`config.mk`:
```
export PLATFORM = sky130hd
export DESIGN_NAME = button_click_event_detector
export DESIGN_NICKNAME = d
export VERILOG_FILES = /design/src/bced_pkg.sv /design/src/button_click_event_detector.sv /design/src/bced_core.sv /design/src/bced_outq.sv
export VERILOG_INCLUDE_DIRS = /design/src /design/src/src
export SDC_FILE = /design/constraint.sdc
export NUM_CORES = 1
export LEC_CHECK = 0
export ABC_AREA = 1
export BUFFER_PORTS_ARGS = -buffer_cell sky130_fd_sc_hd__buf_2
export CAP_MARGIN = 0
export CORE_ASPECT_RATIO = 0.8
export CORE_MARGIN = 8
export CORE_UTILIZATION = 56
export DETAILED_ROUTE_END_ITERATION = 10
export PLACE_DENSITY_LB_ADDON = 0.2
export SYNTH_ARGS = -nofsm -noshare
export SYNTH_HDL_FRONTEND = slang
export SYNTH_SLANG_ARGS = --single-unit
```
`constraint.sdc`:
```
create_clock -name clk -period 3 [get_ports clk]
set_input_delay 0.6 -clock clk [delete_from_list [all_inputs] [get_ports clk]]
set_output_delay 0.6 -clock clk [all_outputs]
set_load 0.01 [all_outputs]
```
`src/button_click_event_detector_macros.svh`:
```
// assertion helpers for the button click event detector
`ifndef BUTTON_CLICK_EVENT_DETECTOR_MACROS_SVH
`define BUTTON_CLICK_EVENT_DETECTOR_MACROS_SVH

// same-cycle implication, off during reset
`define BCED_ASSERT_NOW(lbl, ante, cons, msg) \
  lbl: assert property (@(posedge clk) disable iff (rst) (ante) |-> (cons)) else $error(msg);

// next-cycle implication, off during reset
`define BCED_ASSERT_NEXT(lbl, ante, cons, msg) \
  lbl: assert property (@(posedge clk) disable iff (rst) (ante) |=> (cons)) else $error(msg);

// next-cycle implication that also covers reset itself
`define BCED_ASSERT_RST(lbl, ante, cons, msg) \
  lbl: assert property (@(posedge clk) (ante) |=> (cons)) else $error(msg);

`endif

```
`src/bced_pkg.sv`:
```
package bced_pkg;

  typedef enum logic [2:0] {
    EV_NONE   = 3'd0,
    EV_DOWN   = 3'd1,
    EV_UP     = 3'd2,
    EV_REPEAT = 3'd3,
    EV_SINGLE = 3'd4,
    EV_DOUBLE = 3'd5,
    EV_LSTART = 3'd6,
    EV_LHOLD  = 3'd7
  } evt_t;

  localparam int MAX_EVENTS = 3;

  // configuration register indexes
  localparam logic [1:0] REG_ACTIVE_LEVEL = 2'd0;
  localparam logic [1:0] REG_DEBOUNCE     = 2'd1;
  localparam logic [1:0] REG_SHORT        = 2'd2;
  localparam logic [1:0] REG_LONG         = 2'd3;

  localparam logic        ACTIVE_LEVEL_RST = 1'b0;
  localparam logic [7:0]  DEBOUNCE_RST     = 8'd3;
  localparam logic [15:0] SHORT_RST        = 16'd60;
  localparam logic [15:0] LONG_RST         = 16'd200;

  typedef struct packed {
    logic        active_level;
    logic [7:0]  debounce_ticks;
    logic [15:0] short_ticks;
    logic [15:0] long_ticks;
  } cfg_t;

  // all results of one tick
  typedef struct packed {
    evt_t [MAX_EVENTS-1:0] evs;
    logic [1:0]            last_idx;
    evt_t                  status;
    logic [7:0]            count;
  } batch_t;

endpackage

```
`src/button_click_event_detector.sv`:
```
// an accepted tick is registered in the input stage, then its results in the output queue
// throughput: one tick per cycle while each tick gives one result and the output is
//   not stalled; a tick giving n results (up to 3) holds the output until all n are taken, one per result
// the output side buffers two ticks' results, the input side one tick
// reset clears the phase machine, timers and queues and loads the default
//   registers; the debounced level starts at the inverse of the active level
`include "button_click_event_detector_macros.svh"

module button_click_event_detector (
  input  logic        clk,
  input  logic        rst,
  input  logic        cfg_valid,
  output logic        cfg_ready,
  input  logic [1:0]  cfg_index,
  input  logic [15:0] cfg_data,
  input  logic        in_valid,
  output logic        in_ready,
  input  logic        pin_level,
  output logic        out_valid,
  input  logic        out_ready,
  output logic [2:0]  fired_event,
  output logic [2:0]  status_event,
  output logic [7:0]  click_count,
  output logic        last_of_tick
);

  bced_pkg::cfg_t   cfg;
  logic             stage_valid;
  logic             stage_pin;
  logic             q_full;
  logic             step;
  bced_pkg::batch_t batch;

  assign cfg_ready = 1'b1;

  always_ff @(posedge clk) begin
    if (rst) begin
      cfg.active_level   <= bced_pkg::ACTIVE_LEVEL_RST;
      cfg.debounce_ticks <= bced_pkg::DEBOUNCE_RST;
      cfg.short_ticks    <= bced_pkg::SHORT_RST;
      cfg.long_ticks     <= bced_pkg::LONG_RST;
    end else if (cfg_valid && cfg_ready) begin
      case (cfg_index)
        bced_pkg::REG_ACTIVE_LEVEL: cfg.active_level   <= cfg_data[0];
        bced_pkg::REG_DEBOUNCE:     cfg.debounce_ticks <= cfg_data[7:0];
        bced_pkg::REG_SHORT:        cfg.short_ticks    <= cfg_data;
        bced_pkg::REG_LONG:         cfg.long_ticks     <= cfg_data;
        default: ;
      endcase
    end
  end

  // the staged request moves into the core whenever the queue has room
  assign step     = stage_valid && !q_full;
  assign in_ready = !stage_valid || step;

  always_ff @(posedge clk) begin
    if (rst) begin
      stage_valid <= 1'b0;
    end else if (in_ready) begin
      stage_valid <= in_valid;
    end
  end

  always_ff @(posedge clk) begin
    if (in_valid && in_ready) begin
      stage_pin <= pin_level;
    end
  end

  bced_core u_core (
    .clk   (clk),
    .rst   (rst),
    .cfg   (cfg),
    .step  (step),
    .pin   (stage_pin),
    .batch (batch)
  );

  bced_outq u_outq (
    .clk          (clk),
    .rst          (rst),
    .push         (step),
    .push_batch   (batch),
    .full         (q_full),
    .out_valid    (out_valid),
    .out_ready    (out_ready),
    .fired_event  (fired_event),
    .status_event (status_event),
    .click_count  (click_count),
    .last_of_tick (last_of_tick)
  );

  `BCED_ASSERT_RST(a_reset_empties, rst, !out_valid && in_ready, "queues not empty after reset")
  `BCED_ASSERT_NEXT(a_tick_continues, out_valid && out_ready && !last_of_tick, out_valid, "results of a tick broken up")
  `BCED_ASSERT_NEXT(a_status_steady, out_valid && out_ready && !last_of_tick, status_event == $past(status_event) && click_count == $past(click_count), "status changed within a tick")
  `BCED_ASSERT_NOW(a_none_alone, out_valid && fired_event == bced_pkg::EV_NONE, last_of_tick, "none result not last of its tick")

endmodule

```
`src/bced_core.sv`:
```
module bced_core (
  input  logic            clk,
  input  logic            rst,
  input  bced_pkg::cfg_t  cfg,
  input  logic            step,
  input  logic            pin,
  output bced_pkg::batch_t batch
);

  typedef enum logic [2:0] {
    PH_IDLE   = 3'd0,
    PH_PRESS  = 3'd1,
    PH_WAIT   = 3'd2,
    PH_REPEAT = 3'd3,
    PH_LONG   = 3'd5
  } phase_t;

  phase_t           phase, phase_next;
  logic             stable_level, stable_level_next;
  logic [7:0]       debounce_count, debounce_count_next;
  logic [15:0]      tick_count, tick_count_next;
  logic [7:0]       repeat_count, repeat_count_next;
  bced_pkg::evt_t   status_code, status_code_next;

  logic             pressed;
  logic [7:0]       dc_inc;

  always_comb begin
    phase_next          = phase;
    stable_level_next   = stable_level;
    debounce_count_next = 8'd0;
    tick_count_next     = tick_count;
    repeat_count_next   = repeat_count;
    status_code_next    = status_code;
    dc_inc              = debounce_count;
    batch.evs           = '{default: bced_pkg::EV_NONE};
    batch.last_idx      = 2'd0;

    if (phase != PH_IDLE && tick_count != 16'hFFFF) begin
      tick_count_next = tick_count + 16'd1;
    end

    if (pin != stable_level) begin
      if (debounce_count != 8'hFF) begin
        dc_inc = debounce_count + 8'd1;
      end
      if (dc_inc >= cfg.debounce_ticks) begin
        stable_level_next   = pin;
        debounce_count_next = 8'd0;
      end else begin
        debounce_count_next = dc_inc;
      end
    end

    pressed = (stable_level_next == cfg.active_level);

    case (phase)
      PH_IDLE: begin
        if (pressed) begin
          status_code_next  = bced_pkg::EV_DOWN;
          batch.evs[0]      = bced_pkg::EV_DOWN;
          tick_count_next   = 16'd0;
          repeat_count_next = 8'd1;
          phase_next        = PH_PRESS;
        end else begin
          status_code_next = bced_pkg::EV_NONE;
        end
      end
      PH_PRESS: begin
        if (!pressed) begin
          status_code_next = bced_pkg::EV_UP;
          batch.evs[0]     = bced_pkg::EV_UP;
          tick_count_next  = 16'd0;
          phase_next       = PH_WAIT;
        end else if (tick_count_next > cfg.long_ticks) begin
          status_code_next = bced_pkg::EV_LSTART;
          batch.evs[0]     = bced_pkg::EV_LSTART;
          phase_next       = PH_LONG;
        end
      end
      PH_WAIT: begin
        if (pressed) begin
          status_code_next = bced_pkg::EV_DOWN;
          if (repeat_count != 8'hFF) begin
            repeat_count_next = repeat_count + 8'd1;
          end
          batch.evs[0] = bced_pkg::EV_DOWN;
          if (repeat_count_next == 8'd2) begin
            batch.evs[1]   = bced_pkg::EV_DOUBLE;
            batch.evs[2]   = bced_pkg::EV_REPEAT;
            batch.last_idx = 2'd2;
          end else begin
            batch.evs[1]   = bced_pkg::EV_REPEAT;
            batch.last_idx = 2'd1;
          end
          tick_count_next = 16'd0;
          phase_next      = PH_REPEAT;
        end else if (tick_count_next > cfg.short_ticks) begin
          if (repeat_count == 8'd1) begin
            status_code_next = bced_pkg::EV_SINGLE;
            batch.evs[0]     = bced_pkg::EV_SINGLE;
          end else if (repeat_count == 8'd2) begin
            // at the gap timeout a double click is only reported through the status
            status_code_next = bced_pkg::EV_DOUBLE;
          end
          phase_next = PH_IDLE;
        end
      end
      PH_REPEAT: begin
        if (!pressed) begin
          status_code_next = bced_pkg::EV_UP;
          batch.evs[0]     = bced_pkg::EV_UP;
          if (tick_count_next < cfg.short_ticks) begin
            tick_count_next = 16'd0;
            phase_next      = PH_WAIT;
          end else begin
            phase_next = PH_IDLE;
          end
        end
      end
      PH_LONG: begin
        if (pressed) begin
          status_code_next = bced_pkg::EV_LHOLD;
          batch.evs[0]     = bced_pkg::EV_LHOLD;
        end else begin
          status_code_next = bced_pkg::EV_UP;
          batch.evs[0]     = bced_pkg::EV_UP;
          phase_next       = PH_IDLE;
        end
      end
      default: begin
        phase_next       = PH_IDLE;
        status_code_next = bced_pkg::EV_NONE;
      end
    endcase

    batch.status = status_code_next;
    batch.count  = repeat_count_next;
  end

  always_ff @(posedge clk) begin
    if (rst) begin
      phase          <= PH_IDLE;
      stable_level   <= ~bced_pkg::ACTIVE_LEVEL_RST;
      debounce_count <= 8'd0;
      tick_count     <= 16'd0;
      repeat_count   <= 8'd0;
      status_code    <= bced_pkg::EV_NONE;
    end else if (step) begin
      phase          <= phase_next;
      stable_level   <= stable_level_next;
      debounce_count <= debounce_count_next;
      tick_count     <= tick_count_next;
      repeat_count   <= repeat_count_next;
      status_code    <= status_code_next;
    end
  end

endmodule

```
`src/bced_outq.sv`:
```
module bced_outq (
  input  logic             clk,
  input  logic             rst,
  input  logic             push,
  input  bced_pkg::batch_t push_batch,
  output logic             full,
  output logic             out_valid,
  input  logic             out_ready,
  output logic [2:0]       fired_event,
  output logic [2:0]       status_event,
  output logic [7:0]       click_count,
  output logic             last_of_tick
);

  bced_pkg::batch_t mem [2];
  logic             head;
  logic [1:0]       cnt;
  logic [1:0]       idx;
  logic             tail;
  logic             pop;
  bced_pkg::batch_t cur;

  assign cur          = mem[head];
  assign tail         = head ^ cnt[0];
  assign full         = cnt[1];
  assign out_valid    = (cnt != 2'd0);
  assign fired_event  = cur.evs[idx];
  assign status_event = cur.status;
  assign click_count  = cur.count;
  assign last_of_tick = (idx == cur.last_idx);
  // batch leaves once its final result is taken
  assign pop          = out_valid && out_ready && last_of_tick;

  always_ff @(posedge clk) begin
    if (push) begin
      mem[tail] <= push_batch;
    end
  end

  always_ff @(posedge clk) begin
    if (rst) begin
      head <= 1'b0;
      cnt  <= 2'd0;
      idx  <= 2'd0;
    end else begin
      if (pop) begin
        head <= ~head;
      end
      if (push && !pop) begin
        cnt <= cnt + 2'd1;
      end else if (pop && !push) begin
        cnt <= cnt - 2'd1;
      end
      if (out_valid && out_ready) begin
        idx <= last_of_tick ? 2'd0 : idx + 2'd1;
      end
    end
  end

endmodule

```
**Word-level counts from Yosys, hierarchy flattened**

Memories as Yosys holds them, arrays and structs flattened. A register that Yosys moved wholly into a read port is not among the register bits.
Index checks and enable logic that the tools add are counted.

- Input bits: 24
- Output and inout bits: 18
- Bits in registers: 87
- Memories: 1
- Bits in writable memories: 42

- Add/sub/neg operators: 6
- Order comparisons: 5
- Equal/unequal tests: 21
- Bitwise gates (word level): 2
- Muxes and demuxes: 60
- Reductions and logical operators: 23

Memories:

| memory | depth | bits a word | read ports | clocked after memory_dff | write ports | line | RTL |
|---|---|---|---|---|---|---|---|
| u_outq.mem | 2 | 21 | 1 | 1 | 1 | bced_outq.sv:15 | `bced_pkg::batch_t mem [2];` |

Operators by type and width:

| kind | number |
|---|---|
| 16-bit 2-to-1 mux | 5 |
| 8-bit 2-to-1 mux | 9 |
| 3-bit 2-to-1 mux | 22 |
| 16-bit case mux with 3 select lines | 1 |
| 3-bit case mux with 5 select lines | 3 |
| 16-bit > comparator | 2 |
| 2-bit 2-to-1 mux | 9 |
| 16-bit by 1-bit adder with 16-bit output, second input constant | 1 |
| 8-bit by 1-bit adder with 8-bit output, second input constant | 2 |
| 8-bit by 2-bit equality test with 1-bit output, second input constant | 2 |
| 16-bit less-than comparator | 1 |
| 16-bit != test, second input constant | 1 |
| 8-bit != test, second input constant | 2 |
| 8-bit case mux with 2 select lines | 1 |
| 5-bit 2-to-1 mux | 2 |
| 8-bit by 1-bit equality test with 1-bit output, second input constant | 1 |
| 8-bit greater-or-equal comparator | 1 |
| 2-bit AND reduction | 4 |
| 1-bit logical AND | 7 |
| 1-bit 2-to-1 mux | 7 |
| 3-bit binary-select mux with 2-bit select | 1 |
| 3-bit by 2-bit equality test with 1-bit output, second input constant | 2 |
| 6-bit AND reduction | 1 |
| 2-bit by 1-bit adder with 2-bit output, second input constant | 2 |
| other kinds (22) | 28 |

**Depth between registers and ports, before layout**

Gate-level depths: netlist of the first run.

- Depth in word-level cells: 13
- Depth in mapped cells: 27

**Hierarchy**

From an unflattened synthesis of the first run, not the netlist that was laid out.

- Cell total of the unflattened synthesis: 1072
- Area, all modules: 7651.1 um^2

By module, submodules not included:

| module | times used | cells each | area an instance (um^2) | sequential area each (um^2) |
|---|---|---|---|---|
| bced_core | 1 | 645 | 3955.0 | 780.7 |
| bced_outq | 1 | 168 | 1956.9 | 1441.4 |
| button_click_event_detector | 1 | 259 | 1739.2 | 870.8 |

**Least setup slack after synthesis of the first run**

No wires, ideal clock.

- Path kind: register -> register
- Start point: reg u_core.debounce_count[0]
- End point: mem u_outq.mem[0][6] (netlist bit) (data pin)
- Cell stages (with the launch flop): 20
- Data arrival time: 2.578 ns
- Path buffers: 1
- Path slack: 0.156 ns
- Cells stage by stage: dfxtp_1 -> ha_1 -> nand2_1 -> nor3_1 -> nand3_2 -> o21ai_0 -> ha_1 -> nand2_1 -> nor2_1 -> nor2_1 -> nand2_1 -> nand2_2 -> nand3_1 -> nand3_2 -> nand2_2 -> buf_6 -> nand2_1 -> nand2_1 -> nand2_1 -> nand2_1

RTL lines:

| what | line | RTL |
|---|---|---|
| from (decl) | bced_core.sv:20 | `logic [7:0] debounce_count, debounce_count_next;` |
| from (signal assigned) | bced_core.sv:152 | `debounce_count <= debounce_count_next;` |
| to (decl) | bced_outq.sv:15 |  |

==> metrics, run 1 <==
outcome=finished with violations; failing checks=negative setup slack; Max FO, Critical Path=5; Die Width=141.8 um; Synth area leaders=dfxtp_1 (25%), edfxtp_1 (15%), nand2_1 (11%); final WL=between 15 and 20 mm; Antenna diodes=0; 1st-iter DRT viols=around 450; register area share after synthesis=between 30% and 40%; Worst Hold Class=input pin to register; synth unique cells=42; Reg2Reg Capture Point=u_outq.mem[0][9]; Async S/R FF share, synth=0%; global-route wire length before repair=about 29 mm; CP max-delay cell=dfxtp_1; 1st-pass router iterations=5; Hold Path Depth=1; Hold Path End=stage_pin; met3 usage=around 4%; Placement Cell Area=a little under 8000 um2; CP Depth=18; initial antenna violation count=0; Worst R2R Path Depth=18; top-area cell type share of the netlist area=24.56%; Post-synth EDFFs=35; reg2reg setup slack=-0.18 ns; cell row count=36; Sequential cell area=between 2000 and 3000 um2; crit-path max cell delay=0.42 ns; global routing's busiest layer=met2; Num CTS Buffers=17; Period Utilization, post-route=105.9%; core area=approximately 12000 um2; GR Layer Usage met1=roughly 28%; port bufs=40; Routed WL per cell=about 15 um; gpl congestion=between 0.8 and 0.9; Highest Clock Rate=around 0.31 GHz; Tot GR Track Use=between 20% and 30%; DP HPWL=between 10 and 15 mm; hold buffers post-CTS=0; Setup Skew=between 0.008 and 0.009 ns; Peak VDD IR=around 460 uV; post-synthesis register bit count=between 100 and 150; H-tree depth=4; worst rel slew slack=approximately 55%; Arr. time, crit path=~3.3 ns; CP cell instances=nand2_1 -> inv_1 -> nand3_1 -> nor3_2 -> xor2_1 -> nand2_1 -> nand2_1 -> inv_1 -> ha_1 -> nand4_1 -> nor2_4 -> nand2_2 -> nand2_4 -> nand3_2 -> nand2_2 -> nor2_1 -> nor2_1 -> nand2_1; # IOs=42; Slew Limit Fails=0; Tmin final=between 3 and 4 ns; Die ar.=16540 um2; number of vias per cell=5.220; delay-heaviest family, CP=simple AND/OR/NAND/NOR gates; P_leak=approximately 4.1 nW; worst-skew pair later-pin latency=between 0.4 and 0.5 ns; critical path class=register to register; Setup TNS=-5.596 ns; P per Cell Area=614.7 nW/um2; Final WS setup=-0.1783 ns; crit path capture type=register; fin area=slightly above 9000 um2; CP bufs+invs=2; Max Cap Viol=0; share of cells above drive strength 1=roughly 28%; Total Nets Final=1136; grt total ovfl=0; maximum clock path buffer count=2; CTS sink count=122; Hold Violations, Final=0; vias=approximately 6.5k; pin count of the biggest net entering global routing=44; Post-Syn Instances=about 950; launch point of the worst reg-to-reg path=u_core.tick_count[8]; Final Setup Violations=58; unrepaired setup endpoints after global routing=true; Final Util=between 70% and 80%; Synth area leader=dfxtp_1; cell mode on critical path=nand2_1; area of the multi-input gates=roughly 4200 um2; Post-Syn Nets=1024; met2 Usage GRT=a little over a third; Hold Crit Start=pin_level; Primary FF master, synth=dfxtp_1; Die Span Y=116.6 um; Layout fillers=~910; TritonCTS clock tree=built; startpoint types=register; clock slew at reported path FFs=roughly 0.060 ns; count of yosys warnings during synthesis=0; pre-CTS WS=-0.2800 ns; Crit path required time=between 3 and 4 ns; starting density of the core=slightly below 60%; area added between synthesis and finish=28.64%; Slew @ Worst Pin=roughly 0.67 ns; clk root buf=clkbuf_16; Post-Syn Area per Cell=7.440 um2; vias in the first global route=roughly 6k; Remaining DRCs=0; Netlist Area Pre-Place=roughly 7100 um2; antenna-violating nets left=0
[registers in the layout (all words and copies together), names as in the netlist, 2 cells and up, named ones only]
name / cells
u_outq.idx: 2
u_core.repeat_count: 8
u_core.status_code: 3
u_core.debounce_count: 8
cfg: 41
u_outq.mem: 34
u_outq.cnt: 2
u_core.tick_count: 16
u_core.phase: 3
[routing by layer]
layer / share of wire [%] / up-vias
li1: - / 3316
met1: 46 / 2971
met2: 46 / 196
met3: 5.9 / 31
met4: 1.9 / 0
met5: 0 / -
[worst max path at each step]
stage,start,endpoint,slack [ns]
final,u_core.tick_count[8],u_outq.mem[0][9],-0.18
after global routing,u_core.tick_count[8],u_outq.mem[0][9],-0.38
after floorplan,u_core.debounce_count[0],u_outq.mem[0][6],0.16
after global placement,u_core.tick_count[0],u_core.tick_count[0],-0.26
after detailed placement,u_core.tick_count[0],u_core.tick_count[0],-0.28
after CTS,u_core.debounce_count[0],u_core.repeat_count[0],-0.01
[what timing repair did]
item	4_1_cts	5_1_grt
endpoints found under the setup margin	58	65
hold endpoints to repair	0	0
gates cloned	2	1
resized for setup	46	95
pin swaps	25	48
buffers inserted	9	8
[cell type report]
type	instances	area share, %
timing repair buffer	119	8.820
inverter	149	6.187
clock buffer	23	5.130
multi-input combinational	656	45.68
tap	171	2.346
clock inverter	8	1.043
sequential	122	30.80
[placed cells by master (no fill, tap or decap), drive strengths merged]
master      n
inv       149
clkbuf     23
clkinvlp    2
ha         47
a21oi      91
edfxtp     35
nand3      53
o211ai      8
bufinv      2
clkinv      4
conb        1
nand3b      3
nor3       14
xor2       22
a211oi      1
buf       119
nor3b       1
dfxtp      87
nor2       88
a21o        2
o21a        2
o32ai       1
nand2     233
o21bai      1
nor4        1
nand4      11
o21ai      69
a31oi       1
a221o       1
xnor2       5
[stage by stage]
| step | std cells | power (mW) | hold slack, ns |
|---|---|---|---|
| 2_1_floorplan | 953 | 2.875 | 0.4353 |
| 3_3_place_gp | 1197 | 3.275 | 0.4494 |
| 3_5_place_dp | 1197 | 3.294 | 0.4523 |
| 4_1_cts | 1239 | 5.376 | 0.3641 |
| 5_1_grt | 1248 | 5.878 | 0.3678 |
| 6_report | 1248 | 5.607 | 0.3667 |
[power breakdown]
part	internal [mW]	total (mW)	switching, mW	leakage (nW)
clock network	1.25	1.98	0.722	0.273
logic	0.625	1.73	1.10	2.82
registers	1.84	1.90	0.0609	1.05
[synthesized netlist by cell type (all sizes together) (2+ instances only)]
master and number:
o21a 2, nor2 88, xor2 22, dfxtp 87, a21oi 91, ha 47, o211ai 8, clkbuf 20
nor3 14, buf 9, nand3b 3, edfxtp 35, nand4 11, o21ai 69, a21o 2, nand3 53
inv 149, xnor2 5, nand2 230
[cell families (layout without fill, tap and decap cells)]
logic type	Yosys count	after routing	synth area share, %
AO/OA/AOI/OAI	177	177	13.78
other	1	1	0.05289
adder cells (fa/ha/maj)	47	47	8.294
XOR/XNOR	27	27	3.335
flip-flops	122	122	39.39
buffers and inverters	178	299	9.988
AND/OR/NAND/NOR	401	404	25.16
Note: power is estimated with default switching activity, not from simulation.
==> run 2: changes to the inputs <==
--- a/config.mk
+++ b/config.mk
@@ -6,12 +6,11 @@
 export SDC_FILE = /design/constraint.sdc
 export NUM_CORES = 1
 export LEC_CHECK = 0
-export ABC_AREA = 1
 export BUFFER_PORTS_ARGS = -buffer_cell sky130_fd_sc_hd__buf_2
 export CAP_MARGIN = 0
 export CORE_ASPECT_RATIO = 0.8
 export CORE_MARGIN = 8
-export CORE_UTILIZATION = 56
+export CORE_UTILIZATION = 55
 export DETAILED_ROUTE_END_ITERATION = 10
 export PLACE_DENSITY_LB_ADDON = 0.2
 export SYNTH_ARGS = -nofsm -noshare
==> metrics, run 2 <==
Max FO, Critical Path=4 (-1); CP max-delay cell=dfxtp_2; synth unique cells=69 (+64%); unrepaired setup endpoints after global routing=true; Setup Skew=0.01104 ns (+0.002927 ns); commonest non-fill, non-tap cell in the layout=nand2_1; area added between synthesis and finish=34.55%; final WL=20.69 mm (+13%); Largest regs=cfg (41), u_outq.mem (34), u_core.tick_count (16); fin area=9234 um2 (+1.2%); cell row count=36 (unchanged); Final WS setup=-0.7530 ns (-0.5747 ns); Placement Cell Area=7860 um2 (+0.46%); max reg flops=41 (unchanged); Num CTS Buffers=17 (unchanged); reg2reg setup slack=-0.75 ns (-0.57 ns); crit path capture type=register; Post-Syn Nets=850 (-17%); Die Width=140.9 um (-0.65%); Max Cap Viol=0 (unchanged); count of yosys warnings during synthesis=0 (unchanged); cell mode on critical path=buf_4; final hold slack=0.3612 ns (-0.005506 ns); Antenna diodes=0 (unchanged); Arr. time, crit path=4.10 ns (+0.76 ns); outcome=finished with violations; Synth area leader=dfxtp_1; CP bufs+invs=3 (+1); Layout fillers=819 (-10%); top cells by count, synth=nand2_1 (115), dfxtp_1 (87), a21oi_1 (54), inv_1 (53), nor2_1 (49); initial antenna violation count=0 (unchanged); hold buffers post-CTS=0 (unchanged); Total Nets Final=988 (-13%); Die ar.=16330 um2 (-1.3%); Netlist Area Pre-Place=6863 um2 (-3.2%); pin count of the biggest net entering global routing=28 (-36%); Post-Syn Area per Cell=8.810 um2 (+18%); Final Setup Violations=59 (+1.7%); CP cell instances=ha_4 -> nand3_2 -> nor3_2 -> a211o_1 -> buf_4 -> nor2_1 -> xor2_1 -> buf_4 -> ha_1 -> nand4_1 -> nor4_2 -> buf_4 -> nand2_1 -> and3_2 -> a31o_1 -> o311a_1 -> a21oi_2; P_leak=3.773 nW (-9.0%); clk root buf=clkbuf_16; gpl congestion=0.9212 (+7.0%); Primary FF master, synth=dfxtp_1; Sequential cell area=2799 um2 (-0.36%); share of cells above drive strength 1=33.12% (+5.2 points); Worst Hold Class=input pin to register; vias=6565 (+0.78%); Hold Violations, Final=0 (unchanged); Routed WL per cell=19.13 um (+31%); Highest Clock Rate=0.2665 GHz (-15%); crit-path max cell delay=0.35 ns (-0.07 ns); P per Cell Area=500.2 nW/um2 (-19%); worst rel slew slack=32.93% (-22 points); Post-Syn Instances=779 (-18%); clock slew at reported path FFs=0.06 ns (about the same); 1st-iter DRT viols=552 (+23%); port bufs=40 (unchanged); Crit path required time=3.35 ns (+0.18 ns); vias in the first global route=6438 (+5.6%); number of vias per cell=6.067 (+16%); post-synthesis register bit count=122 (unchanged); Tmin final=3.753 ns (+0.5747 ns); Period Utilization, post-route=125.1% (+19 points); register area share after synthesis=40.69% (+1.3 points); critical path class=register to register; failing checks=negative setup slack; pre-CTS WS=-0.7820 ns (-0.5020 ns); most frequent cells in the layout=nand2_1 (110), buf_4 (99), dfxtp_1 (82); Peak VDD IR=413.4 uV (-9.4%); global-route wire length before repair=31.55 mm (+10%); CTS sink count=122 (unchanged); Final Total Pwr=4.619 mW (-18%); Die Span Y=115.9 um (-0.63%); Synth area leaders=dfxtp_1 (25%), edfxtp_1 (15%), ha_1 (8.6%); startpoint types=register; Biggest register=cfg; Slew @ Worst Pin=0.9984 ns (+0.3297 ns); core area=12160 um2 (-0.74%); Post-synth EDFFs=35 (unchanged); antenna-violating nets left=0 (unchanged); starting density of the core=56.43% (-1.4 points); H-tree depth=4 (unchanged); Tot GR Track Use=24.28% (+2.7 points); grt total ovfl=0 (unchanged); top-area cell type share of the netlist area=25.38% (+0.82 points); maximum clock path buffer count=2 (unchanged); Remaining DRCs=0 (unchanged); TritonCTS clock tree=built; Async S/R FF share, synth=0% (unchanged); area of the multi-input gates=4285 um2 (+2.9%); worst-skew pair later-pin latency=0.43 ns (+0.02 ns); most numerous cell in the Yosys netlist=nand2_1; 1st-pass router iterations=5 (unchanged); DP HPWL=13.28 mm (+13%); Slew Limit Fails=0 (unchanged); Setup TNS=-21.81 ns (-16.22 ns); delay-heaviest family, CP=simple AND/OR/NAND/NOR gates; # IOs=42 (unchanged)
run 2: cell count changes after synthesis, sizes merged, moves of 14 or more:
cell | previous run | this run
o21ai | 69 | 20
a21oi | 91 | 56
xnor2 | 5 | 19
nor2b | 0 | 18
nand3 | 53 | 27
o31ai | 0 | 15
inv | 149 | 53
mux2 | 0 | 16
nor2 | 88 | 49
nand2 | 230 | 115
run 2: final timing paths:
| kind | to | cells after the start | start |
|---|---|---|---|
| max | u_core.status_code[0] | 17 | u_core.tick_count[0] |
| min | stage_pin | 1 | pin_level |
| max reg2reg | u_core.status_code[0] | 17 | u_core.tick_count[0] |
| min reg2reg | cfg[8] | 2 | cfg[8] |
run 2: timing repair:
| item | CTS | global route |
|---|---|---|
| pin swaps | 16 | 32 |
| setup buffers | 10 | 10 |
| cloned | 1 | 0 |
| gates resized for setup | 62 | 68 |
| endpoints found under the setup margin | 62 | 64 |
run 2: logic make-up (layout without fill, tap and decap cells):
kind of cell | count (synthesis) | count (layout) | share of synthesized area [%]
buffers and inverters | 91 | 242 | 5.688
other | 1 | 1 | 0.05464
multiplexers | 27 | 27 | 4.230
adder cells (fa/ha/maj) | 47 | 47 | 8.569
XOR/XNOR | 29 | 29 | 3.701
flip-flops | 122 | 122 | 40.69
AND/OR/NAND/NOR | 293 | 293 | 20.38
AO/OA/AOI/OAI | 169 | 169 | 16.68
run 2: where the power goes:
part           switching [mW]  leakage [nW]  internal (mW)  total (mW)
Clock                   0.781         0.298           1.30        2.08
Sequential             0.0471          1.04           1.78        1.83
Combinational           0.419          2.44          0.289       0.709
Total                    1.25          3.77           3.37        4.62
run 2: routing by layer:
metal	global-route usage [%]	up-vias	part of all wire [%]
met5	0	-	0
li1	-	3078	-
met2	40.91	245	49
met4	8.929	0	2.6
met3	7.493	60	6.6
met1	28.87	3182	42
run 2: through the flow:
stage	util (%)	instances
finish	75.93	1082
global route	75.93	1082
floorplan	-	779
detailed placement	64.63	1030
CTS	72.62	1073
global placement	64.63	1030
run 2: cell type report:
cell class,count,area share (%)
multi-input combinational,566,46.41
sequential,122,30.31
timing repair buffer,157,12.55
clock buffer,22,5.596
inverter,53,2.154
tap,152,2.060
clock inverter,10,0.9214
